$ cat src/sv/bqprcd_pkg.sv
// ----------------------------------------------------------------------------
// bqprcd_pkg
// Shared types, codes and saturating arithmetic for the coordinate descent QP.
// ----------------------------------------------------------------------------
`default_nettype none

package bqprcd_pkg;

  localparam int DEF_MAX_DIM       = 256;
  localparam int DEF_MAX_NONZEROS  = 4096;
  localparam int DEF_FRACTION_BITS = 16;

  localparam int MAX_REPORTS = 64;
  localparam logic [31:0] LFSR_TAPS = 32'h8020_0003;

  // stream payload layout
  localparam int S_TDATA_W = 48;
  localparam int S_TUSER_W = 3;
  localparam int M_TDATA_W = 72;
  localparam int EPOCH_LSB = 64;
  localparam int FAULT_BIT = 70;

  localparam int CFG_IDX_W  = 3;
  localparam int CFG_DATA_W = 64;

  typedef enum logic [2:0] {
    OP_LOAD_ENTRY = 3'd0,
    OP_LOAD_RHS   = 3'd1,
    OP_SOLVE      = 3'd2,
    OP_READ       = 3'd3,
    OP_CLEAR      = 3'd4
  } op_e;

  typedef enum logic {
    KIND_RESIDUAL = 1'b0,
    KIND_SOLUTION = 1'b1
  } kind_e;

  typedef enum logic [2:0] {
    CFG_DIMENSION  = 3'd0,
    CFG_MAX_EPOCHS = 3'd1,
    CFG_PRECISION  = 3'd2,
    CFG_LOWER      = 3'd3,
    CFG_UPPER      = 3'd4,
    CFG_INITIAL    = 3'd5,
    CFG_SEED       = 3'd6
  } cfg_e;

  localparam logic signed [63:0] S64_MAX = 64'sh7FFF_FFFF_FFFF_FFFF;
  localparam logic signed [63:0] S64_MIN = 64'sh8000_0000_0000_0000;

  function automatic logic signed [63:0] sat_add64(logic signed [63:0] a,
                                                   logic signed [63:0] b);
    logic signed [64:0] s;
    s = {a[63], a} + {b[63], b};
    if (s[64] != s[63]) return s[64] ? S64_MIN : S64_MAX;
    return s[63:0];
  endfunction

  // subtracting the most negative value keeps a negative minuend as it is
  function automatic logic signed [63:0] sat_sub64(logic signed [63:0] a,
                                                   logic signed [63:0] b);
    if (b == S64_MIN) return a[63] ? a : S64_MAX;
    return sat_add64(a, -b);
  endfunction

  function automatic logic signed [31:0] sat32(logic signed [63:0] x);
    if (x > 64'sh0000_0000_7FFF_FFFF) return 32'sh7FFF_FFFF;
    if (x < -64'sh0000_0000_8000_0000) return 32'sh8000_0000;
    return x[31:0];
  endfunction

endpackage

`default_nettype wire

$ cat src/sv/bqprcd_mul.sv
// ----------------------------------------------------------------------------
// bqprcd_mul
// Shared signed 33x33 multiplier with a registered product.
// ----------------------------------------------------------------------------
`default_nettype none

module bqprcd_mul import bqprcd_pkg::*; (
  input  wire logic               clk_i,
  input  wire logic signed [32:0] a_i,
  input  wire logic signed [32:0] b_i,
  output logic signed [63:0]      p_o
);

  logic signed [65:0] prod;

  assign prod = a_i * b_i;

  // all products used here fit in 64 bits
  always_ff @(posedge clk_i) begin
    p_o <= prod[63:0];
  end

endmodule

`default_nettype wire

$ cat config.mk
export PLATFORM = sky130hd
export DESIGN_NAME = bqprcd_mul
export DESIGN_NICKNAME = d
export VERILOG_FILES = /design/src/sv/bqprcd_pkg.sv /design/src/sv/bqprcd_mul.sv
export SDC_FILE = /design/constraint.sdc
export NUM_CORES = 2
export LEC_CHECK = 0
export ABC_AREA = 1
export BUFFER_PORTS_ARGS = -buffer_cell sky130_fd_sc_hd__buf_4
export CELL_PAD_IN_SITES_DETAIL_PLACEMENT = 0
export CELL_PAD_IN_SITES_GLOBAL_PLACEMENT = 1
export CORE_UTILIZATION = 38
export CTS_BUF_LIST = sky130_fd_sc_hd__clkbuf_8
export DETAILED_ROUTE_END_ITERATION = 12
export GPL_ROUTABILITY_DRIVEN = 1
export PLACE_DENSITY = 0.63
export SYNTH_ARGS = -nofsm -noshare
export SYNTH_HDL_FRONTEND = slang
export SYNTH_SLANG_ARGS = --single-unit
export TNS_END_PERCENT = 20
$ cat constraint.sdc
create_clock -name clk_i -period 23.5 [get_ports clk_i]
set_clock_uncertainty 0.15 [all_clocks]
set_input_delay 3.525 -clock clk_i [delete_from_list [all_inputs] [get_ports clk_i]]
set_output_delay 3.525 -clock clk_i [all_outputs]
set_load 0.1 [all_outputs]
# --- Word level (Yosys, flattened, before mapping) ---
# Index checks and enable logic that the tools add are counted.
totals:
  word_cells: 2
  reg_bits: 64
  output_inout_bits: 64
  in_bits: 67
classes:
  multipliers: 1
ops:
  columns: ["op", "count"]
  rows:
  - ["$mul 33x33->64", 1]

# --- Logic depth before layout (Yosys ltp) ---
depth:
  ltp_word: 1
  mapped_depth: 32
  mapped_depth_nobuf: 30

# --- Least setup slack after synthesis ---
# No wires, ideal clock.
synth_timing:
  path_kind: "input port to flip-flop"
  start: "input port a_i[32]"
  end: "register p_o[50]"
  arrival_time_ns: 10.374
  n_path_buf: 2
  setup_time_ns: 0.113
  cell_stages: 26
  t_required_ns: 23.237
  slack_ns: 12.863
  path_cell_list: "clkbuf_1 -> clkbuf_1 -> nand2_1 -> inv_1 -> fa_1 -> fa_1 -> fa_1 -> inv_1 -> fa_1 -> inv_1 -> fa_1 -> fa_1 -> fa_1 -> inv_1 -> fa_1 -> inv_1 -> ha_1 -> nand2_1 -> nor2_1 -> inv_1 -> nor3_2 -> nand2_1 -> nor3_2 -> nand2_1 -> nand4_1 -> nand2_1"
synth_via:
  elab_chain_cells: 1
synth_lines:
  columns: ["element", "line", "source"]
  rows:
  - ["from (decl)", "bqprcd_mul.sv:9", "input wire logic signed [32:0] a_i,"]
  - ["$mul 33x33->64", "bqprcd_mul.sv:16", "assign prod = a_i * b_i;"]
  - ["named net prod[50]", "bqprcd_mul.sv:14", "logic signed [65:0] prod;"]
  - ["to (signal assigned)", "bqprcd_mul.sv:20", "p_o <= prod[63:0];"]
  - ["to (decl)", "bqprcd_mul.sv:11", "output logic signed [63:0] p_o"]
# The timed path passes the listed nets, and every way through them passes these cells.

# --- Worst setup path in the final report ---
layout_timing:
  start: "input port a_i[32]"
  end: "register p_o[62]"
# The elaborated chain is that of the path after synthesis.

==> flow_metrics.py <==
metrics = {
    "finish": {
        "reg_top3": "p_o: 64 flops",
        "syn_to_final_growth_pct": 4.96,
        "finalNetCount": 6634,
        "final_area_um2": 44100,
        "top_register": "p_o",
        "drive_gt1_frac": 0.0386,
        "largest_reg_flops": 64,
    },
    "clock_network": {
        "cts.htree.levels": 3,
        "cts.sinks": 64,
        "cts-resized-gates": 0,
        "cts.clk_slew.worst_paths_ns": 0.08,
        "cts_setup_buffers": 0,
        "cts_hold_buffers": 0,
        "root_buffer": "clkbuf_8",
        "cts_made_buffers": 9,
        "tritoncts": "yes",
        "clock_path_buffers": 2,
    },
    "grt": {
        "grt_pass1_wl_mm": 204,
        "grt_start_max_net_pins": 36,
        "overflow": 0,
        "grt_pass1_vias": 33900,
        "grtUsageTotal": 0.241,
        "antenna_found_initial": 11,
    },
    "run_status": {
        "status": "complete, no violations",
    },
    "timing": {
        "slew_headroom": 0.554,
        "period_minus_slack_ns": 11.20,
        "max_freq_mhz": 89.3,
        "fin_worst_hold_slack_ns": 3.39,
        "setup_ws_ns": 12.30,
        "period_share": 0.477,
        "fin_tns_setup_ns": 0,
        "slew_viol_final": 0,
        "hold_viol": 0,
        "setup_viol": 0,
        "rsz0062_at_grt": "no",
        "worstMarginPinSlew_ns": 0.669,
    },
    "logic_synthesis": {
        "async_flop_share": 0,
        "synth.avg_cell_area_um2": 7.86,
        "synth_cells": 5349,
        "synth_flop_cell": "dfxtp_1",
        "synth_area_leader_cell": "fa_1",
        "synth_warnings": 0,
        "ys_types": 32,
        "synth.most_common_cell": "inv_1",
        "ys_seq_area_frac": 0.0305,
        "ys_top_cells_by_area": "fa_1 54%, inv_1 16%, nand2_1 13%",
        "ys_ff_latch": 64,
        "syn-cell-area_um2": 42000,
        "synth_top_cells_by_count": "1,799 x inv_1, 1,431 x nand2_1, 1,125 x fa_1, 261 x clkbuf_1, 212 x ha_1",
        "synth_top_cell_area_share": 0.536,
        "synth_edf_count": 0,
        "syn-num-nets": 6753,
    },
    "die": {
        "core_area_um2": 109000,
        "start_util": 0.385,
        "num_rows": 121,
        "die_h_um": 335,
        "io_pins": 131,
        "die_area_um2": 112000,
        "fp.dieW_um": 335,
    },
    "job": {
        "drv_cap": 0,
    },
    "drt": {
        "vias_per_cell": 4.63,
        "drtPass1Iterations": 6,
        "wl_mm": 128,
        "wl_per_cell_um": 19.1,
        "drc": 0,
        "via_count": 31100,
        "first_iter_violations": 1891,
        "drtAntennaViolNets": 0,
    },
    "critical_path": {
        "crit_top_cell": "fa_1",
        "slowest_delay_ns": 0.91,
        "required_ns": 23.62,
        "cp-start-kind": "input port",
        "criticalPathCategory": "input port to flop",
        "crit_arrival_ns": 11.32,
        "endpoint_kind": "flop",
        "critPathSlowestCell": "fa_1",
        "crit_path_max_fanout": 33,
    },
    "place": {
        "place_ws_ns": 11.89,
        "io_buffers": 130,
        "dp_hpwl_mm": 109,
        "placed_cell_area_um2": 43900,
        "gp_congestion": 0.900,
    },
    "worst_hold_path": {
        "hold_path.class": "input port to flop",
    },
}
-- metrics by stage --
stage,std cells,utilization
4_1_cts,6711,0.404
3_5_place_dp,6695,0.402
3_3_place_gp,6695,0.402
6_report,6712,0.404
5_1_grt,6711,0.404
2_1_floorplan,5349,-
-- cells in the final DEF (no fill, tap or decap), types with 18 or more instances in the layout --
cell type,count
a21oi_1,75
nand3_1,66
nand4_1,20
ha_1,212
xor2_1,31
fa_1,1125
buf_4,133
dfxtp_1,64
nor2_1,129
inv_1,1799
o21ai_0,35
nand2_1,1431
o21bai_1,18
-- final timing paths --
check,cells past startpoint,endpoint,slack (ns),startpoint
max,26,p_o[62]$_DFF_P_,12.30,a_i[32]
min,3,p_o[0]$_DFF_P_,3.39,a_i[0]
-- critical path: cells and delay by family --
| kind | cells | cell delay, ns |
|---|---|---|
| AOI/OAI and AO/OA | 4 | 0.63 |
| adders and majority gates | 9 | 5.27 |
| buffers and inverters | 7 | 1.40 |
| and+or+nand+nor | 6 | 0.45 |
-- logic make-up (layout without fill, tap and decap cells) --
group	after synthesis	count (layout)	share of synthesized area
buffers and inverters	2063	1949	0.184
and+or+nand+nor	1706	1706	0.160
adders and majority gates	1337	1337	0.599
AOI/OAI and AO/OA	143	143	0.0186
DFF	64	64	0.0305
xor gates and xnor gates	36	36	0.00750
other	0	1	0
-- metal layers --
layer  global-route usage  wire [um]  up-vias
li1                     -          -    14300
met1                0.334      56600    16000
met2                0.411      63300      671
met3               0.0321       6500      124
met4               0.0345       1980       18
met5                    0        100        -
-- area by class of cell --
class / count / area [um2]
Timing Repair Buffer: 133 / 998
Inverter: 1800 / 6760
Sequential cell: 64 / 1280
Antenna cell: 1 / 2.50
Clock inverter: 7 / 104
Tap cell: 1476 / 1850
Multi-Input combinational cell: 3222 / 33000
Fill cell: 11500 / 65200
Clock buffer: 9 / 124
Power is not shown: default switching activity piles up to over one toggle a cycle in this logic, so the estimate is an artifact.
