===== src/sv/bqprcd_pkg.sv =====
// ----------------------------------------------------------------------------
// bqprcd_pkg
// Shared types, codes and saturating arithmetic for the coordinate descent QP.
// ----------------------------------------------------------------------------
`default_nettype none

package bqprcd_pkg;

  localparam int DEF_MAX_DIM       = 256;
  localparam int DEF_MAX_NONZEROS  = 4096;
  localparam int DEF_FRACTION_BITS = 16;

  localparam int MAX_REPORTS = 64;
  localparam logic [31:0] LFSR_TAPS = 32'h8020_0003;

  // stream payload layout
  localparam int S_TDATA_W = 48;
  localparam int S_TUSER_W = 3;
  localparam int M_TDATA_W = 72;
  localparam int EPOCH_LSB = 64;
  localparam int FAULT_BIT = 70;

  localparam int CFG_IDX_W  = 3;
  localparam int CFG_DATA_W = 64;

  typedef enum logic [2:0] {
    OP_LOAD_ENTRY = 3'd0,
    OP_LOAD_RHS   = 3'd1,
    OP_SOLVE      = 3'd2,
    OP_READ       = 3'd3,
    OP_CLEAR      = 3'd4
  } op_e;

  typedef enum logic {
    KIND_RESIDUAL = 1'b0,
    KIND_SOLUTION = 1'b1
  } kind_e;

  typedef enum logic [2:0] {
    CFG_DIMENSION  = 3'd0,
    CFG_MAX_EPOCHS = 3'd1,
    CFG_PRECISION  = 3'd2,
    CFG_LOWER      = 3'd3,
    CFG_UPPER      = 3'd4,
    CFG_INITIAL    = 3'd5,
    CFG_SEED       = 3'd6
  } cfg_e;

  localparam logic signed [63:0] S64_MAX = 64'sh7FFF_FFFF_FFFF_FFFF;
  localparam logic signed [63:0] S64_MIN = 64'sh8000_0000_0000_0000;

  function automatic logic signed [63:0] sat_add64(logic signed [63:0] a,
                                                   logic signed [63:0] b);
    logic signed [64:0] s;
    s = {a[63], a} + {b[63], b};
    if (s[64] != s[63]) return s[64] ? S64_MIN : S64_MAX;
    return s[63:0];
  endfunction

  // subtracting the most negative value keeps a negative minuend as it is
  function automatic logic signed [63:0] sat_sub64(logic signed [63:0] a,
                                                   logic signed [63:0] b);
    if (b == S64_MIN) return a[63] ? a : S64_MAX;
    return sat_add64(a, -b);
  endfunction

  function automatic logic signed [31:0] sat32(logic signed [63:0] x);
    if (x > 64'sh0000_0000_7FFF_FFFF) return 32'sh7FFF_FFFF;
    if (x < -64'sh0000_0000_8000_0000) return 32'sh8000_0000;
    return x[31:0];
  endfunction

endpackage

`default_nettype wire


===== src/sv/bqprcd_div.sv =====
// ----------------------------------------------------------------------------
// bqprcd_div
// Restoring divider, one quotient bit per cycle, 32-bit saturated result.
// ----------------------------------------------------------------------------
`default_nettype none

module bqprcd_div import bqprcd_pkg::*; (
  input  wire logic               clk_i,
  input  wire logic               rst_ni,
  input  wire logic               start_i,
  input  wire logic signed [63:0] num_i,
  input  wire logic signed [31:0] den_i,
  output logic                    done_o,
  output logic signed [31:0]      quot_o
);

  localparam int STEPS = 64;

  logic [6:0]  cnt_q;
  logic        done_q;
  logic [63:0] acc_q;
  logic [31:0] rem_q;
  logic [31:0] md_q;
  logic        neg_q;

  logic [32:0] sh;
  logic [32:0] diff;
  logic        ge;

  assign sh   = {rem_q, acc_q[63]};
  assign diff = sh - {1'b0, md_q};
  assign ge   = (sh >= {1'b0, md_q});

  always_ff @(posedge clk_i or negedge rst_ni) begin
    if (!rst_ni) begin
      cnt_q  <= '0;
      done_q <= 1'b0;
    end else if (start_i) begin
      cnt_q  <= 7'(STEPS);
      done_q <= 1'b0;
    end else if (cnt_q != '0) begin
      cnt_q  <= cnt_q - 7'd1;
      done_q <= (cnt_q == 7'd1);
    end else begin
      done_q <= 1'b0;
    end
  end

  always_ff @(posedge clk_i) begin
    if (start_i) begin
      acc_q <= num_i[63] ? (64'd0 - num_i) : num_i;
      rem_q <= '0;
      md_q  <= den_i[31] ? (32'd0 - den_i) : den_i;
      neg_q <= num_i[63] ^ den_i[31];
    end else if (cnt_q != '0) begin
      acc_q <= {acc_q[62:0], ge};
      rem_q <= ge ? diff[31:0] : sh[31:0];
    end
  end

  always_comb begin
    if (!neg_q) begin
      quot_o = (acc_q > 64'h0000_0000_7FFF_FFFF) ? 32'sh7FFF_FFFF : acc_q[31:0];
    end else begin
      quot_o = (acc_q >= 64'h0000_0000_8000_0000) ? 32'sh8000_0000
                                                  : (32'd0 - acc_q[31:0]);
    end
  end

  assign done_o = done_q;

endmodule

`default_nettype wire


===== config.mk =====
export PLATFORM = sky130hd
export DESIGN_NAME = bqprcd_div
export DESIGN_NICKNAME = d
export VERILOG_FILES = /design/src/sv/bqprcd_pkg.sv /design/src/sv/bqprcd_div.sv
export SDC_FILE = /design/constraint.sdc
export NUM_CORES = 1
export LEC_CHECK = 0
export BUFFER_PORTS_ARGS = -buffer_cell sky130_fd_sc_hd__buf_2
export CAP_MARGIN = 10
export CORE_ASPECT_RATIO = 0.75
export CORE_MARGIN = 5
export CORE_UTILIZATION = 60
export DETAILED_ROUTE_END_ITERATION = 8
export GPL_TIMING_DRIVEN = 0
export PLACE_DENSITY = 0.82
export SLEW_MARGIN = 30
export SYNTH_ARGS = -nofsm -noshare
export SYNTH_HDL_FRONTEND = slang
export SYNTH_SLANG_ARGS = --single-unit

===== constraint.sdc =====
create_clock -name clk_i -period 8.3 [get_ports clk_i]
set_input_delay 1.245 -clock clk_i [delete_from_list [all_inputs] [get_ports clk_i]]
set_output_delay 1.245 -clock clk_i [all_outputs]
set_load 0.05 [all_outputs]

=== After elaboration in Yosys (flattened, before gate mapping) ===
Index checks and enable logic that the tools add are counted.

* Input port bits: 99
* Logic and storage cells: 31
* Output and inout bits: 33
* Register bits: 137

* Bitwise gates (word level): 1
* Magnitude comparators: 3
* Equality and inequality tests: 1
* Add/sub/neg operators: 5
* Reductions and logical operators: 2
* Multiplexer cells: 12

{| class="wikitable"
|+ Operators by type and width
! kind !! count
|-
| 64-bit 2-to-1 mux || 3
|-
| 32-bit 2-to-1 mux || 4
|-
| 64-bit by 32-bit >= comparator with 1-bit output, second input constant || 1
|-
| 64-bit by 31-bit > comparator with 1-bit output, second input constant || 1
|-
| 1-bit by 32-bit subtractor with 32-bit output, first input constant || 2
|-
| 1-bit by 64-bit subtractor with 64-bit output, first input constant || 1
|-
| 33-bit by 32-bit >= comparator with 1-bit output || 1
|-
| 32-bit subtractor || 1
|-
| 31-bit 2-to-1 mux || 1
|-
| 7-bit 2-to-1 mux || 2
|-
| 7-bit by 1-bit equality test with 1-bit output, second input constant || 1
|-
| 7-bit nonzero test || 1
|-
| 7-bit by 1-bit subtractor with 7-bit output, second input constant || 1
|-
| 1-bit 2-to-1 mux || 2
|-
| 2-bit nonzero test || 1
|-
| 1-bit bitwise XOR || 1
|}

=== Logic depth before layout (Yosys ltp) ===
Gate-level depths: netlist (run 1).

* Depth after elaboration: 3
* Gate-level depth with buffers: 13
* Gate-level depth less buffers: 11

=== Least setup slack after synthesis (run 1) ===
No wires, ideal clock.

* Kind: register to output
* From: register acc_q[63]
* To: output port quot_o[10]
* Data required time: 7.055 ns
* Setup slack: 3.479 ns
* Arrival time: 3.576 ns
* Stages on the path, launching flop included: 9
* Cells stage by stage: edfxtp_1 -> nor4_1 -> nand4_1 -> or3_1 -> inv_1 -> nand2_1 -> clkbuf_1 -> clkbuf_1 -> o311ai_0

* Cells in the longest elaborated chain, start to end: 3
* Elaborated cells between the ends (all ways): 5

{| class="wikitable"
|+ RTL lines
! element !! line !! text
|-
| start, declared || bqprcd_div.sv:21 || <nowiki>logic [63:0] acc_q;</nowiki>
|-
| start signal, assigned || bqprcd_div.sv:51 || <nowiki>acc_q <= num_i[63] ? (64'd0 - num_i) : num_i;</nowiki>
|-
| start signal, assigned || bqprcd_div.sv:56 || <nowiki>acc_q <= {acc_q[62:0], ge};</nowiki>
|-
| 64-bit by 31-bit > comparator with 1-bit output / 64-bit by 32-bit >= comparator with 1-bit output (equally long branches) || bqprcd_div.sv:63, bqprcd_div.sv:65 ||
|-
| 32-bit 2-to-1 mux, on equally long branches || bqprcd_div.sv:63, bqprcd_div.sv:65 ||
|-
| 32-bit 2-to-1 mux * || bqprcd_div.sv:62 || <nowiki>if (!neg_q) begin</nowiki>
|-
| end, declared || bqprcd_div.sv:14 || <nowiki>output logic signed [31:0] quot_o</nowiki>
|}

Mark *: on every way between the ends. The rest lies on a longest branch, timed or not.

=== Worst setup path after layout (run 1) ===
* From: register acc_q[2]
* To: output port quot_o[29]

* Cells in the longest elaborated chain, start to end: 3
* Elaborated cells between the ends (all ways): 6

{| class="wikitable"
|+ RTL lines
! element !! line !! text
|-
| 64-bit by 31-bit > comparator with 1-bit output, or another cell as far along || bqprcd_div.sv:63 || <nowiki>quot_o = (acc_q > 64'h0000_0000_7FFF_FFFF) ? 32'sh7FFF_FFFF : acc_q[31:0];</nowiki>
|-
| 32-bit 2-to-1 mux, on equally long branches || bqprcd_div.sv:63, bqprcd_div.sv:65 ||
|-
| 32-bit 2-to-1 mux * || bqprcd_div.sv:62 ||
|}

Marks and branches as above.

==> results of run 1 <==
==> final cells by class <==
class	count	share of cell area [%]
Clock buffer	17	3.65
Multi-Input combinational cell	933	50.9
Tap cell	215	2.31
Clock inverter	15	1.38
Timing Repair Buffer	131	5.76
Buffer	59	1.90
Sequential cell	137	32.2
Inverter	58	1.89
==> flip-flops by register name, summed over array words and instances (netlist names) <==
| name | cells |
|---|---|
| md_q | 32 |
| acc_q | 64 |
| neg_q | 1 |
| done_o | 1 |
| rem_q | 32 |
| cnt_q | 7 |
==> through the flow <==
step,area [um^2],hold slack (ns)
3_3_place_gp,11000,0.472
3_5_place_dp,11100,0.480
2_1_floorplan,10100,0.445
4_1_cts,11600,0.494
6_report,11600,0.501
5_1_grt,11600,0.529
==> cell usage in the layout, fill, tap and decap left out, drive strengths merged, types with 24 or more instances in the layout <==
master | netlist | routed
a21oi | 103 | 103
buf | 2 | 133
clkbuf | 57 | 74
dfxtp | 32 | 32
edfxtp | 97 | 97
ha | 37 | 37
inv | 57 | 64
nand2 | 94 | 94
nor2 | 144 | 144
nor3 | 29 | 29
nor4 | 24 | 24
o21ai | 82 | 82
o31ai | 33 | 33
or4 | 24 | 24
xnor2 | 48 | 48
xor2 | 71 | 71
==> worst paths after layout <==
kind                               start    endpoint  slack (ns)  cells past startpoint
worst max register to register   md_q[1]   rem_q[12]        4.31                     12
worst min register to register  rem_q[8]    rem_q[8]        0.50                      2
worst max-delay path            acc_q[2]  quot_o[29]        3.08                      9
max in group asynchronous         rst_ni    cnt_q[5]        7.49                      1
worst min-delay path            rem_q[8]    rem_q[8]        0.50                      2
min in group asynchronous         rst_ni      done_o        0.65                      1
==> report_power, final <==
group / internal (mW) / switching (mW)
registers: 0.863 / 0.111
logic: 0.248 / 0.479
clock network: 0.448 / 0.324
==> layer usage <==
layer | global-route usage (%) | routed length (um) | vias up | part of all wire (%)
li1 | - | - | 4737 | -
met1 | 47.2 | 13500 | 4738 | 44
met2 | 44.5 | 12800 | 639 | 42
met3 | 7.82 | 3990 | 50 | 13
met4 | 8.01 | 344 | 0 | 1.1
met5 | 0 | 0 | - | 0
==> critical path, delay by kind of cell (launching register included) <==
family | cells | cell delay [ns]
and+or+nand+nor | 6 | 2.51
AOI/OAI and AO/OA | 2 | 0.21
buffers and inverters | 1 | 0.33
DFF | 1 | 0.50
==> logic make-up after synthesis <==
kind of cell	share of synthesized area, %
AOI/OAI and AO/OA	21.4
xor gates and xnor gates	10.3
adders and majority gates	4.77
buffers and inverters	4.34
DFF	37.1
muxes	1.40
and+or+nand+nor	20.7
==> flow_summary_export.csv, run 1 <==
group,metric,value,unit
status,status,"completed",
yosys,avgSynthCellArea,8.52,um^2
cts,cts_max_level,4,
grt,grt_pass1_vias,9338,
setup_path,critical-path-max-stage-delay,0.70,ns
finish,diodes,0,
timing,tns,0,ns
timing,fin_ws,3.08,ns
timing,max_freq,0.191,GHz
placed_design,portBuffers,130,
setup_path,crit_chain,"or3_1 > nor3_1 > nand4b_1 > or4b_2 > or3_1 > nor4_1 > o21ai_0 > o311ai_0 > buf_2",
cts,postCtsSetupBuffers,0,
setup_path,cp-end-kind,"output pin",
setup_path,cpMostUsedCell,"or3_1",
cts,clkSlewWorstSetupHoldPaths,0.07,ns
cts,cts_sinks,137,
grt,grt-ovfl-total,0,
finish,final_cell_count_no_fill,1565,
min_path,hold_class,"flop to flop",
yosys,synth-edff-count,97,
grt,antenna_found_initial,0,
power_and_ir_drop,power.density,212,mW/mm^2
finish,post-route-util,69.8,%
yosys,ys_warn_count,0,
yosys,synth_fp_nets,1324,
timing,fin_crit_sh,62.9,%
cts,cts_resized,0,
drt,vias_per_cell,6.49,
job,max_cap_violations,0,
timing,hold_viol,0,
timing,finalSetupViolations,0,
placed_design,dp_hpwl,22600,um
yosys,synth_cell_type_count,65,
grt,grt_pass1_wl,48900,um
cts,cts_tree,"built",
drt,drc,0,
finish,layout.nets,1474,
setup_path,crit_slowest_cell,"or4b_2",
setup_path,crit_type,"flop to output pin",
drt,drt-total-wl,30700,um
cts,worstSkewPairLatency,0.43,ns
floorplanning,die_x,160,um
timing,tightest_slew,0.846,ns
setup_path,path_max_fanout,5,
setup_path,startpoint_type,"flop",
yosys,synth.most_common_cell,"nor2_1",
finish,register_area,0.00375,mm^2
yosys,synth_area,0.0101,mm^2
timing,skew,0.00787,ns
placed_design,placed_cells,1533,
power_and_ir_drop,power_leakage,4.55,nW
floorplanning,initial_utilization,60.7,%
yosys,synth_seq_cells,137,
yosys,synthArstFlopShare,5.84,%
finish,drive_gt1_share,13.3,%
floorplanning,core,0.0167,mm^2
setup_path,critPathArrivalTime,3.98,ns
grt,grt_use_total,31.1,%
setup_path,cp.required,7.05,ns
floorplanning,die_area,0.0196,mm^2
power_and_ir_drop,irDropWorstVdd,128,uV
timing,slew_violations,0,
floorplanning,fp-row-count,41,
cts,cts_buffer_depth,2,
power_and_ir_drop,power,2.47,mW
yosys,synthFlopType,"edfxtp_1",
finish,nFillCells,1317,
cts,cts_inserted_buffers,17,
yosys,yosys.area.top_type,"edfxtp_1",
yosys,synth_common_cells,"nor2_1 (144), a21oi_1 (103), edfxtp_1 (97)",
grt,grt_max_degree,42,
cts,clk_root_buffer_cell,"clkbuf_16",
drt,drt-initial-drc-count,1462,
yosys,syn_inst,1187,
floorplanning,ios,132,
yosys,yosysTopAreaCellShare,28.8,%
placed_design,gp_congestion,0.977,
floorplanning,dieHeight,122,um
timing,slew_headroom,43.6,%
timing,rsz0062_at_grt,"false",
yosys,synth_seq_area_share,37.1,%
drt,dr.pass1.iters,8,
finish,area_growth,15.1,%
placed_design,pre_cts_slack,3.64,ns
drt,post_drt_wl_per_cell,19.6,um
yosys,synthTopCellsByArea,"edfxtp_1 (29%), dfxtp_1 (6.3%), xor2_1 (6.1%)",
drt,ant_nets,0,
finish,multi_input_area,0.00592,mm^2
timing,post-route-min-period,5.22,ns
drt,detailroute.via_count,10164,
cts,cts-hold-fix-buffers,0,
(Power assumes the default switching activity.)
==> run 2, diff against run 1 <==
- ABC_AREA: unset -> 1
- PLACE_DENSITY: 0.82 -> 0.81
- clock period: 8.3 -> 5.05 ns (I/O delays scaled with it)
==> run 2 against run 1 <==
Sequential share of layout area down 5.6 points. Clock skew up 0.014 ns. Die area up 21%. Total power up 150%. Wire length up 31%. Synthesized area up 23%. Global-route usage up 2.3 points. Critical path depth up 2. Via count up 33%. Core utilization down 0.51 points. Largest power group is now combinational cells.
==> flow_summary_export.csv, run 2 <==
group,metric,value,unit
drt,dr.pass1.iters,6,
grt,grt_pass1_wl,62600,um
finish,regMostFlops,"acc_q",
finish,drive_gt1_share,10.7,%
power_and_ir_drop,power,6.15,mW
timing,skew,0.0220,ns
yosys,synth_seq_cells,137,
yosys,synth_common_cells,"nand2_1 (604), inv_1 (294), nor2_1 (234)",
floorplanning,initial_utilization,61.2,%
status,status,"completed",
yosys,yosysTopAreaCellShare,23.4,%
floorplanning,dieHeight,135,um
setup_path,cp-end-kind,"output pin",
grt,grt_use_total,33.4,%
drt,ant_nets,0,
timing,rsz0062_at_grt,"false",
cts,cts-hold-fix-buffers,0,
timing,slew_violations,0,
yosys,synth_cell_type_count,48,
floorplanning,ios,132,
floorplanning,die_area,0.0237,mm^2
placed_design,portBuffers,131,
grt,grt_max_degree,39,
drt,drc,0,
power_and_ir_drop,p_int,3.27,mW
yosys,syn_inst,1963,
setup_path,startpoint_type,"flop",
yosys,avgSynthCellArea,6.33,um^2
finish,diodes,0,
timing,finalSetupViolations,0,
floorplanning,core,0.0203,mm^2
finish,final_common_cell,"nand2_1",
timing,max_freq,0.281,GHz
placed_design,dp_hpwl,32300,um
min_path,hold_class,"input port to asynchronous set/reset pin",
drt,drt-initial-drc-count,1750,
cts,cts_inserted_buffers,17,
power_and_ir_drop,irDropWorstVdd,278,uV
grt,grt_pass1_vias,11963,
placed_design,pre_cts_slack,1.79,ns
cts,cts_sinks,137,
timing,post-route-min-period,3.56,ns
drt,drt-total-wl,40400,um
setup_path,critPathArrivalTime,2.80,ns
cts,cts_tree,"built",
grt,grt-ovfl-total,0,
cts,clkSlewWorstSetupHoldPaths,0.08,ns
yosys,yosys.area.top_type,"edfxtp_1",
finish,postLayoutCellArea,0.0141,mm^2
power_and_ir_drop,combinationalPowerShare,50.2,%
setup_path,path_max_fanout,10,
yosys,synthArstFlopShare,5.84,%
yosys,synth-edff-count,97,
drt,post_drt_wl_per_cell,16.8,um
timing,tightest_slew,0.778,ns
grt,use_met3,7.98,%
floorplanning,die_x,176,um
cts,clk_root_buffer_cell,"clkbuf_16",
yosys,synth_area,0.0124,mm^2
drt,vias_per_cell,5.61,
cts,worstSkewPairLatency,0.44,ns
job,max_cap_violations,0,
grt,antenna_found_initial,0,
setup_path,crit_type,"flop to output pin",
finish,area_growth,13.3,%
timing,slew_headroom,48.2,%
power_and_ir_drop,power.density,436,mW/mm^2
placed_design,gp_congestion,1.05,
finish,largest_reg_flops,64,
cts,cts_max_level,4,
timing,fin_crit_sh,70.4,%
timing,fin_ws,1.49,ns
drt,detailroute.via_count,13521,
setup_path,cp.required,4.29,ns
cts,cts_buffer_depth,2,
cts,cts_resized,0,
power_and_ir_drop,clockPowerShare,21.3,%
finish,mostFrequentLayoutCells,"nand2_1 (604), inv_1 (294), nor2_1 (234), nand3_1 (166), buf_2 (139)",
grt,met2_usage,45.4,%
yosys,synth_fp_nets,2100,
grt,grt_use_met1,53.2,%
power_and_ir_drop,p_seq_share,28.5,%
cts,postCtsSetupBuffers,0,
yosys,ys_warn_count,0,
power_and_ir_drop,p_switching,2.88,mW
power_and_ir_drop,swShare,46.8,%
grt,grt_busiest_layer,"met1",
timing,tns,0,ns
power_and_ir_drop,power_leakage,6.92,nW
placed_design,post_dp_cell_area,0.0135,mm^2
finish,largestRegisters,"acc_q (64), md_q (32), rem_q (32)",
yosys,synth.most_common_cell,"nand2_1",
yosys,synthFlopType,"edfxtp_1",
timing,hold_viol,0,
finish,layout.nets,2251,
yosys,synth_seq_area_share,30.2,%
floorplanning,fp-row-count,45,
yosys,synthTopCellsByArea,"edfxtp_1 (23%), nand2_1 (18%), inv_1 (8.9%)",
## run 2: metrics by stage
stage          cells  util, %  hold WS [ns]
2_1_floorplan   1963        -         0.438
3_3_place_gp    2376     66.1         0.455
3_5_place_dp    2377     66.2         0.460
4_1_cts         2409     69.3         0.150
5_1_grt         2409     69.3         0.152
6_report        2409     69.3         0.151
## run 2: power by group through the flow
stage	registers [mW]	logic, mW	clock network [mW]
floorplan	1.70	2.27	0
global placement	1.75	2.93	0
detailed placement	1.77	2.99	0
CTS	1.75	3.02	1.31
global route	1.78	3.44	1.37
finish	1.75	3.08	1.31
## run 2: cells by family after synthesis
family | count (synthesis) | synth area share [%]
AND/OR/NAND/NOR | 1142 | 39.7
buffers and inverters | 350 | 11.0
flip-flops | 137 | 30.2
adder cells (fa/ha/maj) | 38 | 3.88
AO/OA/AOI/OAI | 201 | 8.47
XOR/XNOR | 95 | 6.69
## run 2: layer usage
layer	up-vias	part of all wire (%)
met5	-	0
met4	0	1.7
met3	58	13
met2	787	40
met1	6101	45
li1	6575	-
## run 2: worst max-delay path: stages (launching register included)
cell      delay, ns
edfxtp_1       0.42
nor2_1         0.12
nand2_1        0.06
nor2_1         0.19
nand2_1        0.11
nor2_1         0.15
nand2_2        0.20
nor2_4         0.26
inv_2          0.07
buf_1          0.23
o21ai_0        0.24
buf_2          0.30
## run 2: area by class of cell
class / instances / area, um^2
Sequential cell: 137 / 3750
Multi-Input combinational cell: 1476 / 7310
Timing Repair Buffer: 132 / 676
Clock inverter: 15 / 201
Buffer: 48 / 239
Tap cell: 282 / 353
Clock buffer: 17 / 425
Fill cell: 1855 / 6230
Inverter: 302 / 1130
## run 2: worst paths after layout
path	slack, ns	cells past startpoint	to	from
min in group clk_i	0.48	2	rem_q[31]	rem_q[31]
worst max-delay path	1.49	11	quot_o[5]	acc_q[52]
worst min-delay path	0.15	1	cnt_q[5]	rst_ni
max in group asynchronous	4.72	1	cnt_q[0]	rst_ni
worst min register to register	0.48	2	rem_q[31]	rem_q[31]
worst max register to register	2.55	9	acc_q[19]	cnt_q[0]
==> run 3, diff against run 2 <==
- clock period: 5.05 -> 3.45 ns (I/O delays scaled with it)
==> run 3 against run 2 <==
Core utilization rose by 0.086 points. Highest routed layer unchanged. Total power rose by 46%. Setup slack got worse by 1.3 ns. Critical path depth did not move. Register-to-register slack got worse by 1.6 ns. Sequential cell count did not move. Worst hold slack improved by 0.15 ns.
==> flow_summary_export.csv, run 3 (synthesis results as in run 2) <==
group,metric,value,unit
status,status,"completed",
setup_path,cp-end-kind,"output pin",
timing,slew_violations,0,
finish,postLayoutCellArea,0.0141,mm^2
cts,worstSkewPairLatency,0.44,ns
grt,grt-ovfl-total,0,
placed_design,post_dp_cell_area,0.0135,mm^2
timing,tightest_slew,0.790,ns
drt,vias_per_cell,5.64,
floorplanning,initial_utilization,61.2,%
setup_path,critPathArrivalTime,2.78,ns
timing,max_freq,0.303,GHz
timing,finalSetupViolations,0,
timing,post-route-min-period,3.30,ns
drt,ant_nets,0,
drt,post_drt_wl_per_cell,16.8,um
cts,cts_buffer_depth,2,
drt,dr.pass1.iters,6,
cts,cts_sinks,137,
cts,cts_max_level,4,
power_and_ir_drop,irDropWorstVdd,410,uV
power_and_ir_drop,power_leakage,6.93,nW
timing,skew,0.0205,ns
cts,postCtsSetupBuffers,0,
cts,cts_tree,"built",
drt,detailroute.via_count,13585,
placed_design,gp_congestion,1.05,
grt,grt_pass1_wl,62600,um
setup_path,path_max_fanout,10,
grt,grt_max_degree,39,
grt,antenna_found_initial,0,
floorplanning,die_area,0.0237,mm^2
setup_path,crit_type,"flop to output pin",
floorplanning,die_x,176,um
finish,drive_gt1_share,10.8,%
finish,mostFrequentLayoutCells,"nand2_1 (604), inv_1 (294), nor2_1 (234), nand3_1 (166), buf_2 (138)",
grt,grt_pass1_vias,11968,
finish,layout.nets,2252,
setup_path,startpoint_type,"flop",
drt,drc,0,
job,max_cap_violations,0,
drt,drt-initial-drc-count,1957,
timing,tns,0,ns
timing,rsz0062_at_grt,"true",
cts,cts_inserted_buffers,17,
finish,diodes,0,
drt,drt-total-wl,40500,um
finish,area_growth,13.5,%
placed_design,dp_hpwl,32300,um
finish,regMostFlops,"acc_q",
finish,largestRegisters,"acc_q (64), md_q (32), rem_q (32)",
setup_path,cp.required,2.93,ns
timing,slew_headroom,47.3,%
timing,fin_crit_sh,95.7,%
grt,grt_use_total,33.4,%
floorplanning,core,0.0203,mm^2
timing,hold_viol,0,
finish,largest_reg_flops,64,
cts,clk_root_buffer_cell,"clkbuf_16",
cts,clkSlewWorstSetupHoldPaths,0.08,ns
min_path,hold_class,"input port to flop",
placed_design,portBuffers,131,
floorplanning,fp-row-count,45,
floorplanning,ios,132,
power_and_ir_drop,power.density,638,mW/mm^2
floorplanning,dieHeight,135,um
finish,final_common_cell,"nand2_1",
## run 3: changes by cell type in the layout (fill, tap and decap cells not counted), sizes merged
cell | previous run | this run
clkbuf | 44 | 45
dlygate4sd3 | 0 | 1
buf | 153 | 152
## run 3: critical path: stages, from the launching register on
cell and delay (ns):
edfxtp_1 0.41, nor2_1 0.13, nand2_1 0.06, nor2_1 0.18
nand2_1 0.11, nor2_1 0.15, nand2_2 0.19, nor2_4 0.26
inv_2 0.08, buf_1 0.23, o21ai_0 0.24, buf_2 0.30
## run 3: stage by stage
step | setup slack, ns | hold slack [ns] | cells | util [%] | power (mW)
2_1_floorplan | 0.460 | 0.222 | 1963 | - | 5.81
3_3_place_gp | -0.0993 | 0.371 | 2376 | 66.1 | 6.85
3_5_place_dp | 0.435 | 0.372 | 2377 | 66.2 | 6.96
4_1_cts | 0.189 | 0.290 | 2410 | 69.4 | 8.89
5_1_grt | -0.00309 | 0.300 | 2410 | 69.4 | 9.64
6_report | 0.150 | 0.301 | 2410 | 69.4 | 9.01
## run 3: path summary, 6_finish.rpt
| check | start | end | slack, ns | depth (start not counted) |
|---|---|---|---|---|
| min in group asynchronous | rst_ni | cnt_q[5] | 0.46 | 2 |
| max in group asynchronous | rst_ni | cnt_q[0] | 2.81 | 2 |
| min reg2reg | rem_q[31] | rem_q[31] | 0.47 | 2 |
| min | den_i[0] | md_q[0] | 0.30 | 1 |
| max | acc_q[52] | quot_o[5] | 0.15 | 11 |
| max reg2reg | cnt_q[0] | acc_q[24] | 0.97 | 9 |
## run 3: final cells by class
type,instances,area (um^2)
buffer,48,239
clock buffer,17,425
clock inverter,15,201
fill,1851,6220
inverter,302,1130
multi-input combinational,1476,7310
sequential,137,3750
tap,282,353
timing repair buffer,133,688
## run 3: where the power goes
group	switching [mW]	internal (mW)
Combinational	2.98	1.55
Sequential	0.322	2.25
Clock	0.923	0.990
## run 3: metal layers
metal,wire length (um),global-route usage [%]
met1,18600,53.1
met2,16000,45.5
met3,5240,8.00
met4,643,7.14
met5,0,0
## run 3: repair_timing
| item | CTS | global route |
|---|---|---|
| hold buffers | 1 | 0 |
| endpoints found under the setup margin | 0 | 2 |
| gates resized for setup | 0 | 2 |
| endpoints found under the hold margin | 8 | 0 |
